`config.mk`:
```
export PLATFORM = sky130hd
export DESIGN_NAME = i2c_master_byte_engine_unit
export DESIGN_NICKNAME = d
export VERILOG_FILES = /design/src/sv/i2cmbe_pkg.sv /design/src/sv/i2cmbe_front.sv /design/src/sv/i2cmbe_engine.sv /design/src/sv/i2cmbe_resq.sv /design/src/sv/i2c_master_byte_engine_unit.sv
export SDC_FILE = /design/constraint.sdc
export NUM_CORES = 1
export LEC_CHECK = 0
export ABC_AREA = 1
export BUFFER_PORTS_ARGS = -buffer_cell sky130_fd_sc_hd__clkbuf_2
export CAP_MARGIN = 20
export CORE_ASPECT_RATIO = 0.75
export CORE_MARGIN = 8
export CORE_UTILIZATION = 45
export DETAILED_ROUTE_END_ITERATION = 12
export GPL_TIMING_DRIVEN = 0
export PLACE_DENSITY_LB_ADDON = 0.08
export SKIP_CTS_REPAIR_TIMING = 1
export SYNTH_ARGS = -nofsm -noshare
export SYNTH_HDL_FRONTEND = slang
export SYNTH_HIERARCHICAL = 1
export SYNTH_SLANG_ARGS = --single-unit
```
`constraint.sdc`:
```
create_clock -name clk -period 4 [get_ports clk]
set_clock_uncertainty 0.05 [all_clocks]
set_input_delay 0.8 -clock clk [delete_from_list [all_inputs] [get_ports clk]]
set_output_delay 0.8 -clock clk [all_outputs]
set_load 0.01 [all_outputs]
```
`src/sv/i2cmbe_pkg.sv`:
```
package i2cmbe_pkg;

    localparam logic [1:0] OP_NONE  = 2'd0;
    localparam logic [1:0] OP_WRITE = 2'd1;
    localparam logic [1:0] OP_READ  = 2'd2;
    localparam logic [1:0] OP_STOP  = 2'd3;

    localparam logic [15:0] PHASE_TICKS_RST = 16'd100;

    typedef struct packed {
        logic [1:0] op;
        logic [7:0] tx_byte;
        logic       with_start;
        logic       with_stop;
        logic       send_ack;
        logic       sda_in;
    } item_t;

    typedef struct packed {
        logic       scl_out;
        logic       sda_out;
        logic       busy_res;
        logic       done_res;
        logic       slave_acked;
        logic [7:0] rx_byte;
    } result_t;

    typedef struct packed {
        logic       new_cmd;
        logic       stop_only;
        logic       rd;
        logic       with_start;
        logic       with_stop;
        logic       send_ack;
        logic [7:0] tx_byte;
        logic       sda_in;
    } cmd_t;

endpackage

```
`src/sv/i2cmbe_front.sv`:
```
module i2cmbe_front (
    input  logic               clk,
    input  logic               rst_n,
    input  logic               push,
    output logic               full,
    input  i2cmbe_pkg::item_t  item,
    input  logic               take,
    output logic               avail,
    output i2cmbe_pkg::cmd_t   cmd
);
    import i2cmbe_pkg::*;

    cmd_t       slot_reg [2];
    logic       wr_ptr_reg;
    logic       wr_ptr_next;
    logic       rd_ptr_reg;
    logic       rd_ptr_next;
    logic [1:0] cnt_reg;
    logic [1:0] cnt_next;
    logic       do_push;
    logic       do_pop;
    cmd_t       classified;

    // decode the command word once, on the way in
    always_comb
    begin
        classified            = '0;
        classified.new_cmd    = (item.op != OP_NONE);
        classified.stop_only  = (item.op == OP_STOP);
        classified.rd         = (item.op == OP_READ);
        classified.with_start = item.with_start;
        classified.with_stop  = item.with_stop;
        classified.send_ack   = item.send_ack;
        classified.tx_byte    = item.tx_byte;
        classified.sda_in     = item.sda_in;
    end

    assign full    = (cnt_reg == 2'd2);
    assign avail   = (cnt_reg != 2'd0);
    assign do_push = push && !full;
    assign do_pop  = take && avail;
    assign cmd     = slot_reg[rd_ptr_reg];

    always_comb
    begin
        wr_ptr_next = do_push ? ~wr_ptr_reg : wr_ptr_reg;
        rd_ptr_next = do_pop ? ~rd_ptr_reg : rd_ptr_reg;
        cnt_next    = cnt_reg;
        if (do_push && !do_pop)
        begin
            cnt_next = cnt_reg + 2'd1;
        end
        else if (do_pop && !do_push)
        begin
            cnt_next = cnt_reg - 2'd1;
        end
    end

    always_ff @(posedge clk or negedge rst_n)
    begin
        if (!rst_n)
        begin
            wr_ptr_reg <= 1'b0;
            rd_ptr_reg <= 1'b0;
            cnt_reg    <= 2'd0;
        end
        else
        begin
            wr_ptr_reg <= wr_ptr_next;
            rd_ptr_reg <= rd_ptr_next;
            cnt_reg    <= cnt_next;
        end
    end

    always_ff @(posedge clk)
    begin
        if (do_push)
        begin
            slot_reg[wr_ptr_reg] <= classified;
        end
    end

endmodule

```
`src/sv/i2cmbe_engine.sv`:
```
module i2cmbe_engine (
    input  logic                clk,
    input  logic                rst_n,
    input  logic [15:0]         phase_ticks,
    input  logic                take,
    input  i2cmbe_pkg::cmd_t    cmd,
    output i2cmbe_pkg::result_t res
);
    import i2cmbe_pkg::*;

    localparam logic [3:0] PH_IDLE   = 4'd0;
    localparam logic [3:0] PH_ST_A   = 4'd1;
    localparam logic [3:0] PH_ST_B   = 4'd2;
    localparam logic [3:0] PH_ST_C   = 4'd3;
    localparam logic [3:0] PH_BIT_LO = 4'd4;
    localparam logic [3:0] PH_BIT_HI = 4'd5;
    localparam logic [3:0] PH_SP_A   = 4'd6;
    localparam logic [3:0] PH_SP_B   = 4'd7;
    localparam logic [3:0] PH_SP_C   = 4'd8;

    typedef struct packed {
        logic rd;
        logic stop;
        logic ack;
        logic stop_only;
    } flags_t;

    function automatic logic data_bit(input logic [3:0] bi, input flags_t fl,
                                      input logic [7:0] sh);
        logic b;
        if (bi < 4'd8)
        begin
            b = fl.rd ? 1'b1 : sh[7];
        end
        else
        begin
            b = fl.rd ? ~fl.ack : 1'b1;
        end
        return b;
    endfunction

    // {scl, sda} on entry to a phase
    function automatic logic [1:0] phase_levels(input logic [3:0] p, input logic scl_now,
                                                input logic dbit, input logic [1:0] cur);
        logic [1:0] lv;
        lv = cur;
        unique case (p)
            PH_ST_A:   lv = 2'b11;
            PH_ST_B:   lv = 2'b10;
            PH_ST_C:   lv = 2'b00;
            PH_BIT_LO: lv = {scl_now, dbit};
            PH_BIT_HI: lv = {1'b1, dbit};
            PH_SP_A:   lv = {scl_now, 1'b0};
            PH_SP_B:   lv = 2'b10;
            PH_SP_C:   lv = 2'b11;
            default:   lv = cur;
        endcase
        return lv;
    endfunction

    logic [3:0]  phase_reg;
    logic [3:0]  phase_next;
    logic [15:0] tick_reg;
    logic [15:0] tick_next;
    logic [3:0]  bit_reg;
    logic [3:0]  bit_next;
    logic [7:0]  shift_reg;
    logic [7:0]  shift_next;
    flags_t      flags_reg;
    flags_t      flags_next;
    logic [1:0]  lines_reg;
    logic [1:0]  lines_next;
    logic        ack_reg;
    logic        ack_next;
    logic [15:0] limit;
    logic [1:0]  drive;
    logic        busy;
    logic        done;

    assign limit = (phase_ticks == 16'd0) ? 16'd1 : phase_ticks;

    always_comb
    begin
        phase_next = phase_reg;
        tick_next  = tick_reg;
        bit_next   = bit_reg;
        shift_next = shift_reg;
        flags_next = flags_reg;
        lines_next = lines_reg;
        ack_next   = ack_reg;
        done       = 1'b0;

        // command pick-up while idle
        if (phase_reg == PH_IDLE && cmd.new_cmd)
        begin
            bit_next  = 4'd0;
            ack_next  = 1'b0;
            tick_next = 16'd0;
            if (cmd.stop_only)
            begin
                flags_next = '{rd: 1'b0, stop: 1'b1, ack: 1'b0, stop_only: 1'b1};
                phase_next = PH_SP_A;
            end
            else
            begin
                flags_next = '{rd: cmd.rd, stop: cmd.with_stop, ack: cmd.send_ack,
                               stop_only: 1'b0};
                shift_next = cmd.rd ? 8'd0 : cmd.tx_byte;
                phase_next = cmd.with_start ? PH_ST_A : PH_BIT_LO;
            end
            lines_next = phase_levels(phase_next, lines_reg[1],
                                      data_bit(bit_next, flags_next, shift_next), lines_reg);
        end

        busy  = (phase_next != PH_IDLE);
        drive = lines_next;

        if (busy)
        begin
            tick_next = tick_next + 16'd1;
            if (tick_next >= limit)
            begin
                tick_next = 16'd0;
                unique case (phase_next)
                    PH_ST_A:   phase_next = PH_ST_B;
                    PH_ST_B:   phase_next = PH_ST_C;
                    PH_ST_C:   phase_next = PH_BIT_LO;
                    PH_BIT_LO: phase_next = PH_BIT_HI;
                    PH_BIT_HI:
                    begin
                        if (flags_next.rd)
                        begin
                            if (bit_next < 4'd8)
                            begin
                                shift_next = {shift_next[6:0], cmd.sda_in};
                            end
                        end
                        else if (bit_next < 4'd8)
                        begin
                            shift_next = {shift_next[6:0], 1'b0};
                        end
                        else
                        begin
                            ack_next = ~cmd.sda_in;
                        end
                        lines_next[1] = 1'b0;
                        bit_next      = bit_next + 4'd1;
                        if (bit_next <= 4'd8)
                        begin
                            phase_next = PH_BIT_LO;
                        end
                        else if (flags_next.stop)
                        begin
                            phase_next = PH_SP_A;
                        end
                        else
                        begin
                            phase_next = PH_IDLE;
                            done       = 1'b1;
                        end
                    end
                    PH_SP_A:   phase_next = PH_SP_B;
                    PH_SP_B:   phase_next = PH_SP_C;
                    default:
                    begin
                        phase_next = PH_IDLE;
                        done       = 1'b1;
                    end
                endcase
                if (!done)
                begin
                    lines_next = phase_levels(phase_next, lines_next[1],
                                              data_bit(bit_next, flags_next, shift_next),
                                              lines_next);
                end
            end
        end

        res             = '0;
        res.scl_out     = drive[1];
        res.sda_out     = drive[0];
        res.busy_res    = busy;
        res.done_res    = done;
        res.slave_acked = done && !flags_next.stop_only && !flags_next.rd && ack_next;
        res.rx_byte     = (done && !flags_next.stop_only && flags_next.rd) ? shift_next
                                                                           : 8'd0;
    end

    always_ff @(posedge clk or negedge rst_n)
    begin
        if (!rst_n)
        begin
            phase_reg <= PH_IDLE;
            tick_reg  <= 16'd0;
            bit_reg   <= 4'd0;
            shift_reg <= 8'd0;
            flags_reg <= '0;
            lines_reg <= 2'b11;
            ack_reg   <= 1'b0;
        end
        else if (take)
        begin
            phase_reg <= phase_next;
            tick_reg  <= tick_next;
            bit_reg   <= bit_next;
            shift_reg <= shift_next;
            flags_reg <= flags_next;
            lines_reg <= lines_next;
            ack_reg   <= ack_next;
        end
    end

endmodule

```
`src/sv/i2cmbe_resq.sv`:
```
module i2cmbe_resq (
    input  logic                clk,
    input  logic                rst_n,
    input  logic                wr,
    input  i2cmbe_pkg::result_t wr_data,
    output logic                full,
    output logic                empty,
    input  logic                pop,
    output i2cmbe_pkg::result_t result
);
    import i2cmbe_pkg::*;

    result_t    slot_reg [2];
    logic       wr_ptr_reg;
    logic       rd_ptr_reg;
    logic [1:0] cnt_reg;
    logic [1:0] cnt_next;
    logic       do_wr;
    logic       do_pop;

    assign full   = (cnt_reg == 2'd2);
    assign empty  = (cnt_reg == 2'd0);
    assign do_wr  = wr && !full;
    assign do_pop = pop && !empty;
    assign result = slot_reg[rd_ptr_reg];

    always_comb
    begin
        cnt_next = cnt_reg;
        if (do_wr && !do_pop)
        begin
            cnt_next = cnt_reg + 2'd1;
        end
        else if (do_pop && !do_wr)
        begin
            cnt_next = cnt_reg - 2'd1;
        end
    end

    always_ff @(posedge clk or negedge rst_n)
    begin
        if (!rst_n)
        begin
            wr_ptr_reg <= 1'b0;
            rd_ptr_reg <= 1'b0;
            cnt_reg    <= 2'd0;
        end
        else
        begin
            wr_ptr_reg <= do_wr ? ~wr_ptr_reg : wr_ptr_reg;
            rd_ptr_reg <= do_pop ? ~rd_ptr_reg : rd_ptr_reg;
            cnt_reg    <= cnt_next;
        end
    end

    always_ff @(posedge clk)
    begin
        if (do_wr)
        begin
            slot_reg[wr_ptr_reg] <= wr_data;
        end
    end

endmodule

```
`src/sv/i2c_master_byte_engine_unit.sv`:
```
// I2C master byte engine. Every input beat is one base tick of bus timing: it
// carries the sampled SDA level and, while the engine is idle, an optional
// command (write byte, read byte, lone stop, with optional start and stop).
// Every input beat yields exactly one result beat with the SCL/SDA drive for
// that tick, busy, a one-tick done pulse, the slave ack and the received byte.
// Input side: push/full with item. Result side: empty/pop with result, the
// oldest result is shown while empty is low. phase_ticks is written through
// cfg_valid/cfg_ready/cfg_data (ready is always high); the user must write it
// only while no tick is in flight; the block does not enforce it. It resets
// to 100 and zero acts as one. A pushed beat is decoded into a two-entry
// command queue, the bus engine takes it from there, and its result is written
// into the two-entry result queue as it is taken. The engine takes one tick per
// cycle, so with pop held high one beat is accepted every cycle.
// When the receiver stalls, the result queue fills, the engine stops, then
// the command queue fills and full rises; nothing is lost.
// Reset empties both queues and puts the bus idle with SCL and SDA released.
module i2c_master_byte_engine_unit (
    input  logic                clk,
    input  logic                rst_n,
    input  logic                push,
    output logic                full,
    input  i2cmbe_pkg::item_t   item,
    output logic                empty,
    input  logic                pop,
    output i2cmbe_pkg::result_t result,
    input  logic                cfg_valid,
    output logic                cfg_ready,
    input  logic [15:0]         cfg_data
);
    import i2cmbe_pkg::*;

    logic [15:0] phase_ticks_reg;
    logic        cmd_avail;
    logic        rq_full;
    logic        eng_take;
    cmd_t        cmd;
    result_t     eng_res;

    assign cfg_ready = 1'b1;
    assign eng_take  = cmd_avail && !rq_full;

    always_ff @(posedge clk or negedge rst_n)
    begin
        if (!rst_n)
        begin
            phase_ticks_reg <= PHASE_TICKS_RST;
        end
        else if (cfg_valid && cfg_ready)
        begin
            phase_ticks_reg <= cfg_data;
        end
    end

    i2cmbe_front u_front (
        .clk   (clk),
        .rst_n (rst_n),
        .push  (push),
        .full  (full),
        .item  (item),
        .take  (eng_take),
        .avail (cmd_avail),
        .cmd   (cmd)
    );

    i2cmbe_engine u_engine (
        .clk         (clk),
        .rst_n       (rst_n),
        .phase_ticks (phase_ticks_reg),
        .take        (eng_take),
        .cmd         (cmd),
        .res         (eng_res)
    );

    i2cmbe_resq u_resq (
        .clk     (clk),
        .rst_n   (rst_n),
        .wr      (eng_take),
        .wr_data (eng_res),
        .full    (rq_full),
        .empty   (empty),
        .pop     (pop),
        .result  (result)
    );

    a_done_busy: assert property (@(posedge clk) disable iff (!rst_n)
        (!empty && result.done_res) |-> result.busy_res)
        else $error("done without busy");

    a_ack_only_done: assert property (@(posedge clk) disable iff (!rst_n)
        (!empty && !result.done_res) |-> (!result.slave_acked && result.rx_byte == 8'd0))
        else $error("ack or byte outside done");

    a_ack_xor_rx: assert property (@(posedge clk) disable iff (!rst_n)
        (!empty && result.slave_acked) |-> (result.rx_byte == 8'd0))
        else $error("write ack and read byte together");

endmodule
```
-- Word-level counts from Yosys, hierarchy flattened
Memories as Yosys holds them, arrays and structs flattened.
Cells that the tools add are included.
- word-level logic and storage cells: 164
- bits in registers: 63
- memories kept: 2
- output and inout port bits: 16
- RAM bits: 56
- equal/unequal tests: 27
- bitwise gates (word level): 6
- order comparisons: 4
- add/sub/neg operators: 6
- reduce and logical (&&, ||, !) cells: 36
- muxes and demuxes: 66
- memories (memory ; depth ; bits a word ; rd ports ; clocked after Yosys merged registers in ; wr ports ; line ; text):
    u_front.slot_reg ; 2 ; 15 ; 1 ; 0 ; 1 ; i2cmbe_front.sv:13 ; cmd_t slot_reg [2];
    u_resq.slot_reg ; 2 ; 13 ; 1 ; 0 ; 1 ; i2cmbe_resq.sv:13 ; result_t slot_reg [2];
- operator list (operator ; count):
    8-bit two-way mux ; 10
    4-bit two-way mux ; 17
    16-bit two-way mux ; 4
    4-bit by 3-bit == test with 1-bit output, second input constant ; 12
    4-bit one-hot mux with 7 select lines ; 1
    4-bit by 2-bit == test with 1-bit output, second input constant ; 6
    2-bit one-hot mux with 6 select lines ; 2
    1-bit two-way mux ; 21
    16-bit by 1-bit adder with 16-bit output, second input constant ; 1
    16-bit greater-or-equal comparator ; 1
    16-bit zero test ; 1
    2-bit two-way mux ; 8
    1-bit logical AND ; 14
    4-bit by 1-bit == test with 1-bit output, second input constant ; 3
    1-bit zero test ; 9
    2-bit == test, second input constant ; 4
    4-bit == test, second input constant ; 2
    4-bit < comparator, second input constant ; 2
    2-bit nonzero test ; 4
    2-bit OR reduction ; 4
    3-bit two-way mux ; 2
    1-bit NOT ; 6
    6-bit OR reduction ; 1
    2-bit by 1-bit adder with 2-bit output, second input constant ; 2
    7 further kinds ; 8

-- Longest topological paths before layout
Gate-level depths: netlist of the first run.
- word-level depth: 15
- mapped depth: 29

-- Cells and area by module
The synthesis of the first run kept the hierarchy.
- by module, submodules not included (module ; cells each ; instances ; area an instance (um2)):
    i2cmbe_engine ; 554 ; 1 ; 3558.4
    i2cmbe_front ; 115 ; 1 ; 1362.6
    i2cmbe_resq ; 99 ; 1 ; 1178.6
    i2c_master_byte_engine_unit ; 72 ; 1 ; 666.9

-- Least setup slack after synthesis of the first run
OpenSTA, ideal clock, no wires.
- path type: flip-flop to flip-flop
- from: register u_front.rd_ptr_reg
- to: memory u_resq/slot_reg[0][1] in the netlist's numbering (data pin)
- arrival time: 3.551 ns
- stages on the path, launching flop included: 27
- required time: 3.691 ns
- setup slack: 0.140 ns
- path through: dfrtp_1 > buf_4 > nand2_1 > nand2_1 > nand3_4 > buf_2 > buf_2 > nand2_1 > inv_1 > ha_1 > inv_1 > nor3_4 > nand3_1 > nor2_1 > xor2_1 > ha_1 > nand4_1 > nor3_1 > nand3_1 > nand3_1 > nand2_4 > nor2_4 > nand2_2 > inv_2 > nand2_1 > nand2_1 > nor2_1
- RTL lines (item ; line ; text):
    start: declaration ; i2cmbe_front.sv:16 ; logic rd_ptr_reg;
    start signal: assignment ; i2cmbe_front.sv:70 ; rd_ptr_reg <= rd_ptr_next;
    end: declaration ; i2cmbe_resq.sv:13 ;

==> results.py, run 1 <==
metrics = {
    "run_status": {
        "status": "completed",
    },
    "placed_design": {
        "dpl.cell_count": 1090,
        "place_congestion": 0.929,
        "hpwl_um": 12400,
        "pre_cts_ws_ns": -1.01,
        "portBuffers": 48,
        "place_area_um2": 7300,
    },
    "synthesis": {
        "ys_ff_latch": 119,
        "ys_seq_area_frac": 0.482,
        "synth.distinct_cells": 43,
        "synthCells": 840,
        "syn_nets": 895,
        "yosys_warnings": 6,
        "synth_area_per_cell_um2": 8.06,
        "synth_edf_count": 56,
        "async_flop_share": 0.529,
        "syn-cell-area_um2": 6770,
        "synth_ff_type": "dfrtp_1",
    },
    "grt": {
        "grt_pass1_wl_um": 26700,
        "grt_overflow": 0,
        "antenna_found_initial": 0,
        "first_global_vias": 5301,
        "grt.total_usage": 0.178,
        "grt_max_degree": 61,
    },
    "pwr": {
        "p_int_mw": 4.25,
        "p_comb_frac": 0.546,
        "ir_worst_vdd_mv": 0.463,
        "power_frac_seq": 0.262,
        "netSwitchingFraction": 0.454,
        "power_density_nw_per_um2": 937,
        "p_switching_mw": 3.53,
        "power_leakage_nw": 4.01,
        "clkPwrFrac": 0.193,
    },
    "cells_and_area": {
        "final_common_cell": "nand2_1",
        "fin_cells": 1148,
        "n_antenna_cell": 0,
        "design_area_um2": 8290,
        "nNetsFinal": 990,
        "drive_above_1_share": 0.224,
        "area_growth_pct": 22.5,
        "largest_reg_flops": 30,
        "fillers": 1319,
        "layout_common_cells": "nand2_1, inv_1, dfrtp_1, nor2_1, edfxtp_1",
    },
    "sta": {
        "rsz0062_at_grt": "true",
        "fin_crit_sh": 0.979,
        "fmax_mhz": 255,
        "tightest_slew_ns": 0.690,
        "setup_viol": 0,
        "whs_ns": 0.160,
        "relSlewSlack": 0.540,
        "tns_ns": 0,
        "finalHoldViolCount": 0,
        "worst_slack_ns": 0.0837,
        "slew_violations": 0,
        "min_period_ns": 3.92,
    },
    "route": {
        "vias": 5801,
        "drt_iter0_drc": 423,
        "vias_per_cell": 5.05,
        "postRouteAntennaNets": 0,
        "first_pass_iters": 5,
        "wl_per_cell_um": 14.6,
        "wl_um": 16800,
        "drc": 0,
    },
    "die": {
        "fp.dieW_um": 158,
        "std_cell_rows": 38,
        "start_util": 0.464,
        "coreArea_um2": 14600,
        "die_area_um2": 19300,
        "num_io_pins": 51,
        "die_h_um": 122,
    },
    "critical_path": {
        "worst-endpoint-arrival_ns": 4.02,
        "r2r-start": "u_front/rd_ptr_reg",
        "critical_path_class": "reg2reg",
        "rr_endpoint": "u_resq/slot_reg[1][1]",
        "ff2ff_setup_slack_ns": 0.08,
        "critPathMaxFanout": 7,
        "end_kind": "flip-flop",
        "start_kind": "flip-flop",
        "cp.required_ns": 4.11,
        "reg2reg_depth": 27,
    },
    "clock_network": {
        "root_buffer": "clkbuf_16",
        "clockBufferDepth": 2,
        "numCtsBuffers": 17,
        "cts.clk_slew.worst_paths_ns": 0.05,
        "ctsHtreeMaxLevel": 4,
        "cts_tree": "done",
        "clock-sinks": 119,
        "worstSkewPairLatency_ns": 0.41,
    },
    "min_path": {
        "hp-class": "in2async",
    },
    "flow_run": {
        "maxCapViolCount": 0,
    },
}
==> per-layer routing <==
| layer | vias up | GRT usage | routed length, µm |
|---|---|---|---|
| li1 | 2890 | - | - |
| met1 | 2700 | 0.263 | 8470 |
| met2 | 195 | 0.251 | 7040 |
| met3 | 16 | 0.0481 | 1140 |
| met4 | 0 | 0.0522 | 147 |
| met5 | - | 0 | 0 |
==> cell families after synthesis <==
family          count (synthesis)  share of synthesized area
simple gates                  461                      0.298
buf+inv                       129                     0.0841
flops                         119                      0.482
compound gates                 94                     0.0775
fa+ha+maj                      20                     0.0370
xor+xnor                       16                     0.0207
other cells                     1                   0.000554
==> critical path, cell delays in order, from the launching register on <==
cell	delay (ns)
dfrtp_1	0.33
buf_6	0.13
inv_6	0.05
nand2_4	0.06
nand2_4	0.08
nand3_4	0.12
buf_8	0.14
buf_8	0.11
nand2_2	0.05
inv_2	0.07
ha_4	0.13
inv_1	0.06
nor3_4	0.22
nand3_2	0.18
nor2_4	0.16
xor2_2	0.10
ha_1	0.29
nand4_1	0.15
nor3_2	0.24
nand2_1	0.12
nand3_4	0.17
nand2_8	0.08
nor2_4	0.15
nand2_4	0.10
inv_4	0.09
nand2_1	0.08
nand2_2	0.07
nor2_2	0.05
==> synthesized netlist by cell type, types with 12 or more instances <==
master | n | area, µm²
nand3_1 | 36 | 180
edfxtp_1 | 56 | 1680
nand2_1 | 308 | 1160
inv_1 | 89 | 334
dfrtp_1 | 58 | 1450
xor2_1 | 12 | 105
a31oi_1 | 12 | 75.1
nand2_2 | 14 | 87.6
o21ai_0 | 34 | 170
ha_1 | 20 | 250
nor2_1 | 64 | 240
a21oi_1 | 26 | 130
==> power by group through the flow <==
stage | sequential, mW | clock (mW) | combinational (mW)
floorplan | 1.98 | 0 | 2.74
global placement | 2.03 | 0 | 3.62
detailed placement | 2.05 | 0 | 3.72
CTS | 2.03 | 1.52 | 3.73
global route | 2.07 | 1.58 | 4.70
finish | 2.03 | 1.50 | 4.24
==> stage by stage <==
step,power [mW],util
2_1_floorplan,4.72,-
3_3_place_gp,5.65,0.497
3_5_place_dp,5.76,0.500
4_1_cts,7.29,0.540
5_1_grt,8.36,0.568
6_report,7.77,0.568
==> cell type report <==
class                      instances  area (µm²)  share of cell area
timing repair buffer              76         494              0.0596
multi-input combinational        592        3090               0.372
sequential                       119        3260               0.394
clock buffer                      20         457              0.0551
inverter                         102         398              0.0480
tap                              200         250              0.0302
clock inverter                    12         128              0.0154
buffer                            27         214              0.0258
==> worst max-delay path by stage <==
stage                  startpoint               endpoint  slack, ns  cells after the start
3_3_place_gp   u_front/rd_ptr_reg  u_resq/slot_reg[0][8]      -0.96                     24
4_1_cts        u_front/rd_ptr_reg  u_resq/slot_reg[0][8]      -1.03                     24
5_1_grt        u_front/rd_ptr_reg  u_resq/slot_reg[1][1]      -0.14                     27
3_5_place_dp   u_front/rd_ptr_reg  u_resq/slot_reg[0][8]      -1.01                     24
2_1_floorplan  u_front/rd_ptr_reg  u_resq/slot_reg[0][1]       0.14                     26
6_report       u_front/rd_ptr_reg  u_resq/slot_reg[1][1]       0.08                     27
Note: power is estimated with default switching activity, not from simulation.
==> inputs of run 2 (changes only) <==
Settings changed: CELL_PAD_IN_SITES_DETAIL_PLACEMENT set to 1, CELL_PAD_IN_SITES_GLOBAL_PLACEMENT set to 2, CORE_UTILIZATION 45 to 33.
==> results.py, run 2 (synthesis gave the netlist of run 1 again) <==
metrics = {
    "run_status": {
        "status": "completed",
    },
    "clock_network": {
        "root_buffer": "clkbuf_16",
        "clock-sinks": 119,
        "numCtsBuffers": 17,
        "ctsHtreeMaxLevel": 4,
        "clockBufferDepth": 2,
        "cts.clk_slew.worst_paths_ns": 0.07,
        "worstSkewPairLatency_ns": 0.42,
        "cts_tree": "done",
    },
    "cells_and_area": {
        "largest_reg_flops": 30,
        "design_area_um2": 8380,
        "layout_common_cells": "nand2_1, inv_1, dfrtp_1, edfxtp_1, nor2_1",
        "n_antenna_cell": 0,
        "final_common_cell": "nand2_1",
        "fin_util": 0.416,
        "fin_cells": 1206,
        "seq_area_um2": 3260,
        "fillers": 2439,
        "nNetsFinal": 990,
        "drive_above_1_share": 0.237,
        "multi_input_area_um2": 3150,
        "area_growth_pct": 23.8,
    },
    "die": {
        "std_cell_rows": 45,
        "die_area_um2": 25400,
        "num_io_pins": 51,
        "coreArea_um2": 20200,
        "start_util": 0.336,
        "fp.dieW_um": 181,
        "die_h_um": 140,
    },
    "route": {
        "drt_iter0_drc": 294,
        "wl_per_cell_um": 16.7,
        "first_pass_iters": 5,
        "drc": 0,
        "vias_per_cell": 4.81,
        "vias": 5798,
        "wl_um": 20100,
        "postRouteAntennaNets": 0,
    },
    "grt": {
        "antenna_found_initial": 0,
        "grt_pass1_wl_um": 32200,
        "grt_max_degree": 43,
        "first_global_vias": 6011,
        "grt.total_usage": 0.160,
        "grt_overflow": 0,
    },
    "sta": {
        "tightest_slew_ns": 0.789,
        "rsz0062_at_grt": "true",
        "setup_viol": 0,
        "whs_ns": 0.290,
        "finalHoldViolCount": 0,
        "min_period_ns": 3.92,
        "tns_ns": 0,
        "fin_crit_sh": 0.980,
        "worst_slack_ns": 0.0818,
        "relSlewSlack": 0.474,
        "slew_violations": 0,
        "fmax_mhz": 255,
    },
    "critical_path": {
        "ff2ff_setup_slack_ns": 0.08,
        "r2r-start": "u_front/rd_ptr_reg",
        "reg2reg_depth": 27,
        "critical_path_class": "reg2reg",
        "worst-endpoint-arrival_ns": 4.04,
        "critPathMaxFanout": 7,
        "start_kind": "flip-flop",
        "rr_endpoint": "u_resq/slot_reg[0][5]",
        "cp.required_ns": 4.12,
        "end_kind": "flip-flop",
    },
    "pwr": {
        "power_density_nw_per_um2": 942,
        "ir_worst_vdd_mv": 0.273,
        "power_frac_seq": 0.259,
        "p_int_mw": 4.10,
        "p_switching_mw": 3.79,
        "p_comb_frac": 0.559,
        "p_total_mw": 7.89,
        "power_leakage_nw": 4.01,
        "netSwitchingFraction": 0.480,
        "clkPwrFrac": 0.182,
    },
    "placed_design": {
        "place_area_um2": 7370,
        "pre_cts_ws_ns": -1.41,
        "hpwl_um": 15300,
        "place_congestion": 0.807,
        "portBuffers": 48,
        "dpl.cell_count": 1148,
    },
    "flow_run": {
        "maxCapViolCount": 0,
    },
    "min_path": {
        "hp-class": "in2async",
    },
}
[run 2: power by group through the flow]
stage | sequential, mW | combinational (mW) | clock (mW)
6_report | 2.04 | 4.41 | 1.44
3_5_place_dp | 2.06 | 3.92 | 0
4_1_cts | 2.04 | 3.93 | 1.48
5_1_grt | 2.09 | 4.91 | 1.54
2_1_floorplan | 1.98 | 2.74 | 0
3_3_place_gp | 2.03 | 3.75 | 0
[run 2: final cells by class]
type	count	area share
Inverter	102	0.0481
Clock buffer	17	0.0508
Buffer	27	0.0255
Timing Repair Buffer	76	0.0565
Multi-Input combinational cell	592	0.377
Sequential cell	119	0.390
Tap cell	258	0.0385
Clock inverter	15	0.0142
[run 2: worst max path at each step]
stage                  startpoint                     to  slack, ns  cells after the start
2_1_floorplan  u_front/rd_ptr_reg  u_resq/slot_reg[0][1]       0.14                     26
3_3_place_gp   u_front/rd_ptr_reg  u_resq/slot_reg[0][8]      -1.28                     24
3_5_place_dp   u_front/rd_ptr_reg  u_resq/slot_reg[0][8]      -1.41                     24
4_1_cts        u_front/rd_ptr_reg  u_resq/slot_reg[1][8]      -1.44                     24
5_1_grt        u_front/rd_ptr_reg  u_resq/slot_reg[0][2]      -0.13                     27
6_report       u_front/rd_ptr_reg  u_resq/slot_reg[0][5]       0.08                     27
[run 2: worst max-delay path, stage by stage (launching register included)]
cell	delay, ns
dfrtp_1	0.34
buf_6	0.14
inv_8	0.05
nand2_8	0.06
nand2_8	0.07
nand3_4	0.12
buf_8	0.12
buf_8	0.10
nand2_1	0.06
inv_2	0.08
ha_4	0.13
inv_2	0.04
nor3_4	0.23
nand3_2	0.16
nor2_4	0.16
xor2_2	0.12
ha_1	0.32
nand4_1	0.13
nor3_2	0.25
nand2_1	0.12
nand3_4	0.17
nand2_8	0.08
nor2_4	0.15
nand2_4	0.11
inv_8	0.10
nand2_4	0.06
nand2_4	0.06
nor2_2	0.05
[run 2: routing by layer]
layer / track usage / vias to the layer above / routed length [µm]
met5: 0 / - / 0
met3: 0.0341 / 20 / 612
met2: 0.228 / 97 / 8340
met1: 0.239 / 2800 / 10900
li1: - / 2881 / -
met4: 0.0443 / 0 / 245
==> inputs of run 3 (changes only) <==
Settings changed: RECOVER_POWER set to 100.
==> results.py, run 3 (synthesis gave the netlist of run 1 again) <==
metrics = {
    "run_status": {
        "status": "completed",
    },
    "clock_network": {
        "worstSkewPairLatency_ns": 0.42,
        "numCtsBuffers": 17,
        "clock-sinks": 119,
        "ctsHtreeMaxLevel": 4,
        "clockBufferDepth": 2,
        "root_buffer": "clkbuf_16",
        "cts.clk_slew.worst_paths_ns": 0.07,
        "cts_tree": "done",
    },
    "cells_and_area": {
        "layout_common_cells": "nand2_1, inv_1, dfrtp_1, nor2_1, edfxtp_1",
        "nNetsFinal": 990,
        "seq_area_um2": 3260,
        "largest_reg_flops": 30,
        "drive_above_1_share": 0.209,
        "fillers": 2451,
        "final_common_cell": "nand2_1",
        "multi_input_area_um2": 3140,
        "n_antenna_cell": 0,
        "area_growth_pct": 22.3,
    },
    "placed_design": {
        "portBuffers": 48,
        "hpwl_um": 15300,
        "place_congestion": 0.807,
    },
    "critical_path": {
        "slowest_stage": "dfrtp_1",
        "end_kind": "flip-flop",
        "cp.required_ns": 4.12,
        "start_kind": "flip-flop",
        "cp_top_family": "simple AND/OR/NAND/NOR gates",
        "critPathMaxFanout": 7,
        "crit_path_max_incr_delay_ns": 0.34,
        "critical_path_class": "reg2reg",
        "critical_path_buf_inv_count": 7,
        "worst-endpoint-arrival_ns": 4.04,
    },
    "route": {
        "drt-met1-wl_um": 10700,
        "vias": 5788,
        "vias_per_cell": 4.80,
        "wl_um": 20100,
        "first_pass_iters": 5,
        "drc": 0,
        "topRoutingLayerUsed": "met4",
        "postRouteAntennaNets": 0,
        "wl_met3_um": 784,
        "drt_iter0_drc": 298,
        "wl_per_cell_um": 16.6,
        "dr_wl_met2_um": 8380,
    },
    "sta": {
        "fin_crit_sh": 0.979,
        "setup_viol": 0,
        "min_period_ns": 3.92,
        "slew_violations": 0,
        "rsz0062_at_grt": "true",
        "finalHoldViolCount": 0,
        "tightest_slew_ns": 1.47,
        "relSlewSlack": 0.0206,
        "tns_ns": 0,
        "fmax_mhz": 255,
    },
    "pwr": {
        "power_leakage_nw": 3.92,
        "p_total_mw": 7.83,
        "power_density_nw_per_um2": 945,
        "clkPwrFrac": 0.184,
        "power_frac_seq": 0.260,
        "netSwitchingFraction": 0.480,
        "p_comb_frac": 0.556,
        "p_int_mw": 4.07,
        "p_switching_mw": 3.76,
        "ir_worst_vdd_mv": 0.272,
    },
    "die": {
        "die_area_um2": 25400,
        "fp.dieW_um": 181,
        "die_h_um": 140,
        "num_io_pins": 51,
        "start_util": 0.336,
        "std_cell_rows": 45,
        "coreArea_um2": 20200,
    },
    "grt": {
        "grt_max_degree": 43,
        "grt_pass1_wl_um": 32200,
        "antenna_found_initial": 0,
        "first_global_vias": 6011,
        "grt.total_usage": 0.160,
        "grt_overflow": 0,
    },
    "flow_run": {
        "maxCapViolCount": 0,
    },
    "min_path": {
        "hp-class": "reg2reg",
    },
}
-- run 3: changes by cell type in the layout (fill, tap and decap cells not counted), sizes merged --
cell,delta
inv,-1
buf,-6
clkinvlp,+1
clkbuf,+6
-- run 3: worst paths after layout --
path / startpoint / end / slack (ns) / cells past startpoint
worst max-delay path: u_front/rd_ptr_reg / u_resq/slot_reg[0][5] / 0.08 / 27
worst min-delay path: phase_ticks_reg[6] / phase_ticks_reg[6] / 0.42 / 2
worst max register to register: u_front/rd_ptr_reg / u_resq/slot_reg[0][5] / 0.08 / 27
worst min register to register: phase_ticks_reg[6] / phase_ticks_reg[6] / 0.42 / 2
max in group asynchronous: rst_n / phase_ticks_reg[15] / 1.42 / 2
min in group asynchronous: rst_n / u_engine/shift_reg[6] / 0.68 / 1
-- run 3: final cells by class --
class,count,share of cell area
buffer,27,0.0221
multi-input combinational,592,0.379
timing repair buffer,76,0.0514
clock buffer,17,0.0514
sequential,119,0.394
inverter,102,0.0482
clock inverter,15,0.0144
tap,258,0.0390
-- run 3: tightest hold or removal path, cell delays in order (launching register included) --
cell and delay (ns):
dfstp_2 0.37, nand2_1 0.05, nand2_1 0.04
-- run 3: metrics by stage --
| stage | setup WS, ns | util | std cells | hold WS, ns | area (µm²) |
|---|---|---|---|---|---|
| 2_1_floorplan | 0.140 | - | 840 | 0.392 | 6770 |
| 3_3_place_gp | -1.28 | 0.364 | 1146 | 0.400 | 7330 |
| 3_5_place_dp | -1.41 | 0.365 | 1148 | 0.407 | 7370 |
| 4_1_cts | -1.44 | 0.392 | 1180 | 0.283 | 7910 |
| 5_1_grt | -0.131 | 0.411 | 1206 | 0.432 | 8280 |
| 6_report | 0.0832 | 0.411 | 1206 | 0.415 | 8280 |
-- run 3: layer usage --
| layer | GRT usage | vias to the layer above |
|---|---|---|
| li1 | - | 2888 |
| met4 | 0.0443 | 0 |
| met5 | 0 | - |
| met3 | 0.0341 | 19 |
| met1 | 0.239 | 2772 |
| met2 | 0.228 | 109 |
-- run 3: power by group through the flow --
stage	clock, mW	sequential [mW]	combinational [mW]
finish	1.44	2.04	4.35
global route	1.54	2.09	4.87
CTS	1.48	2.04	3.93
detailed placement	0	2.06	3.92
global placement	0	2.03	3.75
floorplan	0	1.98	2.74
